<file path="config.mk">
export PLATFORM = sky130hd
export DESIGN_NAME = sha256_byte_stream_hasher
export DESIGN_NICKNAME = d
export VERILOG_FILES = /design/src/hw/rtl/sbsh_pkg.sv /design/src/hw/rtl/sha256_byte_stream_hasher.sv /design/src/hw/rtl/sbsh_core.sv /design/src/hw/rtl/sbsh_ctrl.sv
export VERILOG_INCLUDE_DIRS = /design/src /design/src/hw/rtl
export SDC_FILE = /design/constraint.sdc
export NUM_CORES = 2
export LEC_CHECK = 0
export BUFFER_PORTS_ARGS = -buffer_cell sky130_fd_sc_hd__buf_2
export CAP_MARGIN = 20
export CORE_MARGIN = 3
export CORE_UTILIZATION = 35
export CTS_CLUSTER_SIZE = 10
export DETAILED_ROUTE_END_ITERATION = 8
export PLACE_DENSITY = 0.53
export SYNTH_ARGS = -nofsm -noshare
export SYNTH_HDL_FRONTEND = slang
export SYNTH_SLANG_ARGS = --single-unit
</file>
<file path="constraint.sdc">
create_clock -name i_clk -period 27.3 [get_ports i_clk]
set_clock_uncertainty 0.1 [all_clocks]
set_input_delay 4.095 -clock i_clk [delete_from_list [all_inputs] [get_ports i_clk]]
set_output_delay 4.095 -clock i_clk [all_outputs]
set_load 0.01 [all_outputs]
</file>
<file path="src/hw/rtl/sha256_byte_stream_hasher_defines.svh">
// Assertion macros for the SHA-256 byte stream hasher RTL.
// Depends on nothing; files that assert include it by name.
// Each macro expects i_clk to be in scope; SBSH_ASSERT also expects i_rst_n.
`ifndef SHA256_BYTE_STREAM_HASHER_DEFINES_SVH
`define SHA256_BYTE_STREAM_HASHER_DEFINES_SVH

`ifndef SYNTHESIS

// Checked on every rising edge outside of reset.
`define SBSH_ASSERT(lbl, prop, msg) \
    lbl: assert property (@(posedge i_clk) disable iff (!i_rst_n) prop) else $error(msg);

// Checked on every rising edge, reset included.
`define SBSH_ASSERT_RST(lbl, prop, msg) \
    lbl: assert property (@(posedge i_clk) prop) else $error(msg);

`else

`define SBSH_ASSERT(lbl, prop, msg)
`define SBSH_ASSERT_RST(lbl, prop, msg)

`endif

`endif

</file>
<file path="src/hw/rtl/sbsh_pkg.sv">
// Shared types, constants and tables for the SHA-256 byte stream hasher.
// Depends on nothing; every RTL module of the block imports it.
package sbsh_pkg;

    // Padding and block bookkeeping.
    localparam logic [7:0] PAD_MARK   = 8'h80;
    localparam logic [5:0] LEN_FILL   = 6'd56;
    localparam logic [5:0] LAST_FILL  = 6'd63;
    localparam logic [5:0] LAST_ROUND = 6'd63;
    localparam logic [2:0] LEN_LAST   = 3'd7;

    // Initial hash value, word 0 in the top bits.
    localparam logic [255:0] HASH_IV = {
        32'h6a09e667, 32'hbb67ae85, 32'h3c6ef372, 32'ha54ff53a,
        32'h510e527f, 32'h9b05688c, 32'h1f83d9ab, 32'h5be0cd19
    };

    // Round constants.
    localparam logic [31:0] K_TABLE [64] = '{
        32'h428a2f98, 32'h71374491, 32'hb5c0fbcf, 32'he9b5dba5,
        32'h3956c25b, 32'h59f111f1, 32'h923f82a4, 32'hab1c5ed5,
        32'hd807aa98, 32'h12835b01, 32'h243185be, 32'h550c7dc3,
        32'h72be5d74, 32'h80deb1fe, 32'h9bdc06a7, 32'hc19bf174,
        32'he49b69c1, 32'hefbe4786, 32'h0fc19dc6, 32'h240ca1cc,
        32'h2de92c6f, 32'h4a7484aa, 32'h5cb0a9dc, 32'h76f988da,
        32'h983e5152, 32'ha831c66d, 32'hb00327c8, 32'hbf597fc7,
        32'hc6e00bf3, 32'hd5a79147, 32'h06ca6351, 32'h14292967,
        32'h27b70a85, 32'h2e1b2138, 32'h4d2c6dfc, 32'h53380d13,
        32'h650a7354, 32'h766a0abb, 32'h81c2c92e, 32'h92722c85,
        32'ha2bfe8a1, 32'ha81a664b, 32'hc24b8b70, 32'hc76c51a3,
        32'hd192e819, 32'hd6990624, 32'hf40e3585, 32'h106aa070,
        32'h19a4c116, 32'h1e376c08, 32'h2748774c, 32'h34b0bcb5,
        32'h391c0cb3, 32'h4ed8aa4a, 32'h5b9cca4f, 32'h682e6ff3,
        32'h748f82ee, 32'h78a5636f, 32'h84c87814, 32'h8cc70208,
        32'h90befffa, 32'ha4506ceb, 32'hbef9a3f7, 32'hc67178f2
    };

    // One input request.
    typedef struct packed {
        logic [7:0] data_byte;
        logic       byte_present;
        logic       last_byte;
    } t_in_item;

    // One digest result.
    typedef struct packed {
        logic [63:0] digest_part_0;
        logic [63:0] digest_part_1;
        logic [63:0] digest_part_2;
        logic [63:0] digest_part_3;
    } t_out_item;

    // Commands from the sequencer to the compression datapath.
    typedef struct packed {
        logic       push;
        logic [7:0] push_data;
        logic       load;
        logic       round;
        logic [5:0] round_idx;
        logic       fold;
        logic       init;
    } t_core_cmd;

endpackage

</file>
<file path="src/hw/rtl/sha256_byte_stream_hasher.sv">
// SHA-256 byte stream hasher: accepts message bytes and returns one digest per
// message. Instantiates sbsh_ctrl and sbsh_core; uses types from sbsh_pkg.
//
// Usage:
//   Input channel (i_in_valid / o_in_stall / i_in_item) carries one request per
//   message byte. byte_present marks a real byte; last_byte closes the message.
//   A request with last_byte and no byte closes the message as it stands, so an
//   empty message is hashed by a single such request.
//   Output channel (o_out_valid / i_out_stall / o_out_item) carries the 256-bit
//   digest as four 64-bit parts, word 0 in the top half of digest_part_0.
// Sequence:
//   A byte that does not complete a block is taken with o_in_stall low. The
//   byte that fills a block raises o_in_stall while the single-round compression
//   unit runs 64 rounds and then folds the result into the chaining value.
//   A last request pushes the padding bytes (9 to 72) one at a time,
//   compresses each padded block (one or two) with rounds and a fold, then
//   moves the digest into the output register; o_in_stall stays high for all.
// Reset and stalls:
//   Reset loads the initial hash value and clears counters and the output
//   valid. A stalled digest holds in the output register; new bytes are taken
//   meanwhile, and only the next digest waits until the register frees up.
module sha256_byte_stream_hasher (
    input  logic                i_clk,
    input  logic                i_rst_n,
    input  logic                i_in_valid,
    output logic                o_in_stall,
    input  sbsh_pkg::t_in_item  i_in_item,
    output logic                o_out_valid,
    input  logic                i_out_stall,
    output sbsh_pkg::t_out_item o_out_item
);
    import sbsh_pkg::*;

    t_core_cmd    w_cmd;
    logic [255:0] w_digest;
    logic         w_out_free;
    logic         r_out_valid;
    t_out_item    r_out_item;

    assign w_out_free = !r_out_valid || !i_out_stall;

    // Sequencer.
    sbsh_ctrl u_ctrl (
        .i_clk      (i_clk),
        .i_rst_n    (i_rst_n),
        .i_in_valid (i_in_valid),
        .i_in_item  (i_in_item),
        .o_in_stall (o_in_stall),
        .i_out_free (w_out_free),
        .o_cmd      (w_cmd)
    );

    // Compression datapath.
    sbsh_core u_core (
        .i_clk    (i_clk),
        .i_rst_n  (i_rst_n),
        .i_cmd    (w_cmd),
        .o_digest (w_digest)
    );

    // Output register: loaded when the sequencer hands over a digest.
    always_ff @(posedge i_clk) begin
        if (!i_rst_n) begin
            r_out_valid <= 1'b0;
        end else if (w_cmd.init) begin
            r_out_valid <= 1'b1;
        end else if (!i_out_stall) begin
            r_out_valid <= 1'b0;
        end
    end

    always_ff @(posedge i_clk) begin
        if (w_cmd.init) begin
            r_out_item.digest_part_0 <= w_digest[255:192];
            r_out_item.digest_part_1 <= w_digest[191:128];
            r_out_item.digest_part_2 <= w_digest[127:64];
            r_out_item.digest_part_3 <= w_digest[63:0];
        end
    end

    assign o_out_valid = r_out_valid;
    assign o_out_item  = r_out_item;

endmodule

</file>
<file path="src/hw/rtl/sbsh_core.sv">
// Compression datapath: block window, message schedule, one round per cycle.
// Depends on sbsh_pkg for the command struct, round constants and IV.
module sbsh_core (
    input  logic               i_clk,
    input  logic               i_rst_n,
    input  sbsh_pkg::t_core_cmd i_cmd,
    output logic [255:0]       o_digest
);
    import sbsh_pkg::*;

    function automatic logic [31:0] f_big0(input logic [31:0] x);
        return {x[1:0], x[31:2]} ^ {x[12:0], x[31:13]} ^ {x[21:0], x[31:22]};
    endfunction

    function automatic logic [31:0] f_big1(input logic [31:0] x);
        return {x[5:0], x[31:6]} ^ {x[10:0], x[31:11]} ^ {x[24:0], x[31:25]};
    endfunction

    function automatic logic [31:0] f_sig0(input logic [31:0] x);
        return {x[6:0], x[31:7]} ^ {x[17:0], x[31:18]} ^ (x >> 3);
    endfunction

    function automatic logic [31:0] f_sig1(input logic [31:0] x);
        return {x[16:0], x[31:17]} ^ {x[18:0], x[31:19]} ^ (x >> 10);
    endfunction

    // The window holds the block bytes while filling and the sixteen newest
    // schedule words while compressing; word 0 sits in the top bits.
    logic [511:0] r_window;
    logic [31:0]  r_hash [8];
    logic [31:0]  r_var  [8];

    logic [31:0] w_w0;
    logic [31:0] w_w1;
    logic [31:0] w_w9;
    logic [31:0] w_w14;
    logic [31:0] w_sched;
    logic [31:0] w_t1;
    logic [31:0] w_t2;
    logic [31:0] w_ch;
    logic [31:0] w_maj;

    // Schedule taps and the next schedule word.
    assign w_w0    = r_window[511:480];
    assign w_w1    = r_window[479:448];
    assign w_w9    = r_window[223:192];
    assign w_w14   = r_window[63:32];
    assign w_sched = f_sig1(w_w14) + w_w9 + f_sig0(w_w1) + w_w0;

    // Round function.
    assign w_ch  = (r_var[4] & r_var[5]) ^ (~r_var[4] & r_var[6]);
    assign w_maj = (r_var[0] & r_var[1]) ^ (r_var[0] & r_var[2]) ^ (r_var[1] & r_var[2]);
    assign w_t1  = r_var[7] + f_big1(r_var[4]) + w_ch + K_TABLE[i_cmd.round_idx] + w_w0;
    assign w_t2  = f_big0(r_var[0]) + w_maj;

    // Window: byte shift while filling, word shift while compressing.
    always_ff @(posedge i_clk) begin
        if (i_cmd.push) begin
            r_window <= {r_window[503:0], i_cmd.push_data};
        end else if (i_cmd.round) begin
            r_window <= {r_window[479:0], w_sched};
        end
    end

    // Working variables.
    always_ff @(posedge i_clk) begin
        if (i_cmd.load) begin
            for (int i = 0; i < 8; i++) begin
                r_var[i] <= r_hash[i];
            end
        end else if (i_cmd.round) begin
            r_var[7] <= r_var[6];
            r_var[6] <= r_var[5];
            r_var[5] <= r_var[4];
            r_var[4] <= r_var[3] + w_t1;
            r_var[3] <= r_var[2];
            r_var[2] <= r_var[1];
            r_var[1] <= r_var[0];
            r_var[0] <= w_t1 + w_t2;
        end
    end

    // Chaining value: IV after reset or a digest, accumulated after a block.
    always_ff @(posedge i_clk) begin
        if (!i_rst_n || i_cmd.init) begin
            for (int i = 0; i < 8; i++) begin
                r_hash[i] <= HASH_IV[255 - 32 * i -: 32];
            end
        end else if (i_cmd.fold) begin
            for (int i = 0; i < 8; i++) begin
                r_hash[i] <= r_hash[i] + r_var[i];
            end
        end
    end

    assign o_digest = {r_hash[0], r_hash[1], r_hash[2], r_hash[3],
                       r_hash[4], r_hash[5], r_hash[6], r_hash[7]};

endmodule

</file>
<file path="src/hw/rtl/sbsh_ctrl.sv">
// Sequencer: byte intake, padding, round counting and digest hand-off.
// Depends on sbsh_pkg and the assertion macros in the defines header.
`include "sha256_byte_stream_hasher_defines.svh"

module sbsh_ctrl (
    input  logic                i_clk,
    input  logic                i_rst_n,
    input  logic                i_in_valid,
    input  sbsh_pkg::t_in_item  i_in_item,
    output logic                o_in_stall,
    input  logic                i_out_free,
    output sbsh_pkg::t_core_cmd o_cmd
);
    import sbsh_pkg::*;

    typedef enum logic [2:0] {
        ST_IDLE,
        ST_PAD,
        ST_COMP,
        ST_FIN,
        ST_DONE
    } t_state;

    typedef enum logic [1:0] {
        PH_MARK,
        PH_ZERO,
        PH_LEN
    } t_phase;

    t_state      r_state, n_state;
    t_state      r_ret, n_ret;
    t_phase      r_phase, n_phase;
    logic [5:0]  r_fill, n_fill;
    logic [60:0] r_count, n_count;
    logic [2:0]  r_len_idx, n_len_idx;
    logic [5:0]  r_round, n_round;

    logic [63:0] w_len_bits;
    logic [7:0]  w_len_byte;

    // Big-endian bit length, one byte picked per padding step.
    assign w_len_bits = {r_count, 3'b000};
    assign w_len_byte = w_len_bits[{~r_len_idx, 3'b111} -: 8];

    assign o_in_stall = (r_state != ST_IDLE);

    // Next-state and command decode.
    always_comb begin
        n_state   = r_state;
        n_ret     = r_ret;
        n_phase   = r_phase;
        n_fill    = r_fill;
        n_count   = r_count;
        n_len_idx = r_len_idx;
        n_round   = r_round;
        o_cmd     = '0;

        case (r_state)
            ST_IDLE: begin
                if (i_in_valid) begin
                    if (i_in_item.byte_present) begin
                        o_cmd.push      = 1'b1;
                        o_cmd.push_data = i_in_item.data_byte;
                        n_count         = r_count + 61'd1;
                        n_fill          = r_fill + 6'd1;
                    end
                    if (i_in_item.last_byte) begin
                        n_phase   = PH_MARK;
                        n_len_idx = '0;
                        n_state   = ST_PAD;
                    end
                    // A full block goes to compression before padding starts.
                    if (i_in_item.byte_present && r_fill == LAST_FILL) begin
                        o_cmd.load = 1'b1;
                        n_round    = '0;
                        n_state    = ST_COMP;
                        n_ret      = i_in_item.last_byte ? ST_PAD : ST_IDLE;
                    end
                end
            end

            ST_PAD: begin
                o_cmd.push = 1'b1;
                n_fill     = r_fill + 6'd1;
                case (r_phase)
                    PH_MARK: begin
                        o_cmd.push_data = PAD_MARK;
                        n_phase         = PH_ZERO;
                    end
                    PH_ZERO: begin
                        if (r_fill == LEN_FILL) begin
                            o_cmd.push_data = w_len_byte;
                            n_phase         = PH_LEN;
                            n_len_idx       = r_len_idx + 3'd1;
                        end else begin
                            o_cmd.push_data = '0;
                        end
                    end
                    PH_LEN: begin
                        o_cmd.push_data = w_len_byte;
                        n_len_idx       = r_len_idx + 3'd1;
                    end
                    default: begin
                        o_cmd.push_data = '0;
                    end
                endcase
                // A padding byte that completes a block starts compression; the final length byte always does.
                if (r_fill == LAST_FILL) begin
                    o_cmd.load = 1'b1;
                    n_round    = '0;
                    n_state    = ST_COMP;
                    n_ret      = (r_phase == PH_LEN && r_len_idx == LEN_LAST) ?
                                 ST_DONE : ST_PAD;
                end
            end

            ST_COMP: begin
                o_cmd.round     = 1'b1;
                o_cmd.round_idx = r_round;
                n_round         = r_round + 6'd1;
                if (r_round == LAST_ROUND) begin
                    n_state = ST_FIN;
                end
            end

            ST_FIN: begin
                o_cmd.fold = 1'b1;
                n_state    = r_ret;
            end

            ST_DONE: begin
                // Hand the digest over once the output register is free.
                if (i_out_free) begin
                    o_cmd.init = 1'b1;
                    n_count    = '0;
                    n_state    = ST_IDLE;
                end
            end

            default: begin
                n_state = ST_IDLE;
            end
        endcase
    end

    // State and counters.
    always_ff @(posedge i_clk) begin
        if (!i_rst_n) begin
            r_state   <= ST_IDLE;
            r_ret     <= ST_IDLE;
            r_phase   <= PH_MARK;
            r_fill    <= '0;
            r_count   <= '0;
            r_len_idx <= '0;
            r_round   <= '0;
        end else begin
            r_state   <= n_state;
            r_ret     <= n_ret;
            r_phase   <= n_phase;
            r_fill    <= n_fill;
            r_count   <= n_count;
            r_len_idx <= n_len_idx;
            r_round   <= n_round;
        end
    end

    `SBSH_ASSERT(a_comp_runs_all_rounds, (r_state == ST_COMP) && (r_round != LAST_ROUND) |=> r_state == ST_COMP, "compression left before the last round")
    `SBSH_ASSERT(a_fin_follows_comp, r_state == ST_FIN |-> $past(r_state) == ST_COMP, "fold without a preceding compression")
    `SBSH_ASSERT(a_done_block_aligned, r_state == ST_DONE |-> (r_fill == 6'd0) && (r_len_idx == 3'd0), "digest ready with a partial block")
    `SBSH_ASSERT_RST(a_reset_clears, !i_rst_n |=> (r_state == ST_IDLE) && (r_count == 61'd0), "reset did not clear the sequencer")

endmodule
</file>
==> impl_results.md <==
* Worst EP required at 27.77 ns
* Multi-input combinational cell area at 38600 um^2
* DRC at 0
* Max Root-Sink Buffers at 3
* Setup bufs post-CTS at 0
* Number of synthesized flops with an enable pin at 1280
* Max_slew headroom at 12.49%
* DR pass1 iterations at 7
* Stages on the worst setup path at 34
* Slowest cell delay on critical path at 0.72 ns
* Switch Pwr at 2.414 mW
* Final-layout fill cell count at 22829
* Num ports at 272
* Final Net Count at 8910
* Setup Viol. Count Final at 0
* CORE AREA at 230600 um^2
* Fraction of layout cells with a size suffix above 1 at 7.739%
* Post-CTS Hold Buffers at 0
* Fmax at 83.59 MHz
* Kind of cell adding the most delay to the critical path: compound AO/OA/AOI/OAI gates
* CTS Buf Count at 169
* Worst-margin pin slew at 1.313 ns
* Synth top area share at 47.30%
* Number of global-route vias before repair at 58956
* Port Buffers at 271
* FF+latch area at 40120 um^2
* CP max FO at 40
* RR Endpoint: u_core.r_var[0][26]
* Hold Path Depth at 2
* Hold crit path type: flip-flop to flip-flop
* Unrepaired setup endpoints after global routing: no
* Critical path type: flip-flop to flip-flop
* Placed cell area at 85530 um^2
* DRT iter0 DRCs at 5715
* Avg Vias per Cell at 5.330
* Area grow syn2layout at 11.35%
* Endpoint class of the critical path: flip-flop
* Post-synth cell types at 88
* Int Power at 4.605 mW
* Die Span X at 487.9 um
* Final wirelength at 262700 um
* Slowest-stage cell, CP: o41ai_1
* M3 GR Usage at 2.865%
* Sequential area share after synthesis at 49.37%
* Routed wire per std cell at 22.98 um
* Minimum clock period at 11.96 ns
* Final Max Tran Viols at 0
* Register-to-register setup slack at 15.34 ns
* Reg power frac at 38.1%
* Clock Latency Late Sink at 0.85 ns
* GRT Total Usage at 21.60%
* Syn nets at 8814
* Buf/Inv on CP at 4
* Met1 GRT Util at 30.36%
* Clock-pin transition on the worst setup and hold timing paths at 0.06 ns
* CP most frequent cell: fa_1
* CTS tree: done
* Met2 usage at 34.18%
* Max_cap viols at 0
* Starting density of the core at 35.25%
* CP startpoint kind: flip-flop
* Clock root buffer: clkbuf_16
* DP HPWL at 192400 um
* Most frequent cell after synthesis: nand2_1
* Top_reg_cell synth: edfxtp_1
* Total grt overflow at 0
* FF-to-FF path depth at 34
* Synth area leaders: edfxtp_1 (47%), nand2_1 (11%), ha_1 (6.1%), fa_1 (4.8%), xnor2_1 (4.3%)
* Clk sink count at 1364
* Setup crit end: u_core.r_var[0][26]
* Yosys warns at 0
* Status: complete, no violations
* Worst VDD drop at 0.07123 mV
* Most used routing layer: met2
* Final core area utilization at 39.25%
* Die area at 238000 um^2
* # resized after CTS at 0
* Async SR Flop Fraction at 0%
* Die Y at 487.9 um
* Std cell rows at 176
* Leakage Power at 36.45 nW
* Syn avg cell area at 9.897 um^2
* Period utilization at 43.82%
* H-Tree Depth at 4
* Routability congestion estimate at 0.9286
* Power share of the clock group at 29.6%
* R2r startpoint: u_ctrl.r_state[0]
* Setup TNS Final at 0 ns
* Cells after synthesis at 8211
* Final hold vios at 0
* Final ANT Viol Nets at 0
* Area leader, netlist: edfxtp_1
* Synth top cells by count: nand2_1 (2461), edfxtp_1 (1280), nor2_1 (406)
* Largest net degree at the start of global routing at 243
* Global-route wire length before repair at 387600 um
* Initial antenna violation count at 13
* Setup crit start: u_ctrl.r_state[0]
* Comb power frac at 32.4%
* Crit path arrival time at 12.43 ns
* Synth Cell Area at 81260 um^2
* Routed vias at 60916
* Register bit total from synthesis at 1364
* Sw frac at 34.40%
* Power Density at 77.57 nW/um^2
* Final Instance Area at 90490 um^2
==> metrics by stage <==
step	std cells	hold slack, ns	setup WS, ns	power [mW]
3_3_place_gp	11158	0.3759	15.53	4.973
5_1_grt	11427	0.4078	14.73	7.422
4_1_cts	11422	0.3839	15.52	7.082
6_report	11428	0.3849	15.34	7.019
3_5_place_dp	11159	0.3749	15.51	4.965
2_1_floorplan	8211	0.3552	2.541	4.319
==> area by class of cell <==
cell class              count  share of cell area, %
flip-flops and latches   1364                  44.34
multi-input cells        6144                  42.65
clock buffers             222                  4.974
well taps                3026                  4.184
repair buffers            354                  2.266
inverters                 274                  1.137
clock inverters            41                 0.4425
diodes                      3               0.008296
==> worst register-to-register path: cells and delay by family (launching register included) <==
kind | cells | cell delay [ns]
compound gates | 12 | 4.14
xor+xnor | 2 | 0.54
simple gates | 8 | 1.66
buf+inv | 4 | 1.15
fa+ha+maj | 8 | 3.61
flops | 1 | 0.50
==> state kept, by name, summed over array words and instances (netlist names) <==
| name | flops |
|---|---|
| o_out_item | 256 |
| o_out_valid | 1 |
| u_core.r_hash | 256 |
| u_core.r_var | 256 |
| u_core.r_window | 512 |
| u_ctrl.r_count | 61 |
| u_ctrl.r_fill | 6 |
| u_ctrl.r_len_idx | 3 |
| u_ctrl.r_phase | 2 |
| u_ctrl.r_ret | 2 |
| u_ctrl.r_round | 6 |
| u_ctrl.r_state | 3 |
==> layout by cell type, fill, tap and decap left out, types with 26 or more instances in the layout <==
master     instances
mux2_2            26
xor2_1           197
and3_1            41
o211ai_1          44
a211oi_1          55
o31ai_1           33
ha_1             394
clkbuf_1          48
o21bai_1          34
a31oi_1           52
nor2b_1           70
nand2b_1          64
mux2i_1           32
nor2_1           404
o21ai_0          354
nor3_1            94
edfxtp_1        1280
inv_1            274
a21o_1           172
buf_2            272
xnor2_1          399
buf_4             75
or3_1             39
clkbuf_16        171
and2_1            46
o21a_1            72
dfxtp_1           84
nand3_1          106
fa_1             195
a21oi_1          356
nand2_1         2456
nand4_1           44
==> metal layers <==
metal  share of wire, %  wire [um]
met3                5.5      14390
met5              0.010         27
met2                 45     119400
met1                 46     119800
met4                3.5       9090
==> power by group through the flow <==
| stage | clock network [mW] | logic [mW] | registers [mW] |
|---|---|---|---|
| floorplan | 0 | 1.67 | 2.65 |
| global placement | 0 | 2.26 | 2.71 |
| detailed placement | 0 | 2.25 | 2.71 |
| CTS | 2.14 | 2.27 | 2.67 |
| global route | 2.21 | 2.53 | 2.68 |
| finish | 2.08 | 2.27 | 2.67 |
==> how the worst min path moves through the flow <==
stage | slack [ns] | end | startpoint
2_1_floorplan | 0.36 | u_ctrl.r_count[60] | u_ctrl.r_count[60]
3_3_place_gp | 0.38 | u_ctrl.r_count[60] | u_ctrl.r_count[60]
3_5_place_dp | 0.37 | o_out_item[189] | u_core.r_hash[0][93]
4_1_cts | 0.38 | u_ctrl.r_count[60] | u_ctrl.r_count[60]
5_1_grt | 0.41 | o_out_item[190] | u_core.r_hash[0][94]
6_report | 0.38 | u_ctrl.r_count[60] | u_ctrl.r_count[60]
==> cell families after synthesis <==
logic type                 Yosys count  share of synthesized area [%]
and+or+nand+nor                   3467                          17.72
DFF                               1364                          49.37
xor gates and xnor gates           597                          6.451
adders and majority gates          613                          11.17
buffers and inverters              703                          3.258
muxes                               71                          1.115
AOI/OAI and AO/OA                 1396                          10.92
No activity file was read; power rests on OpenSTA's default activity.
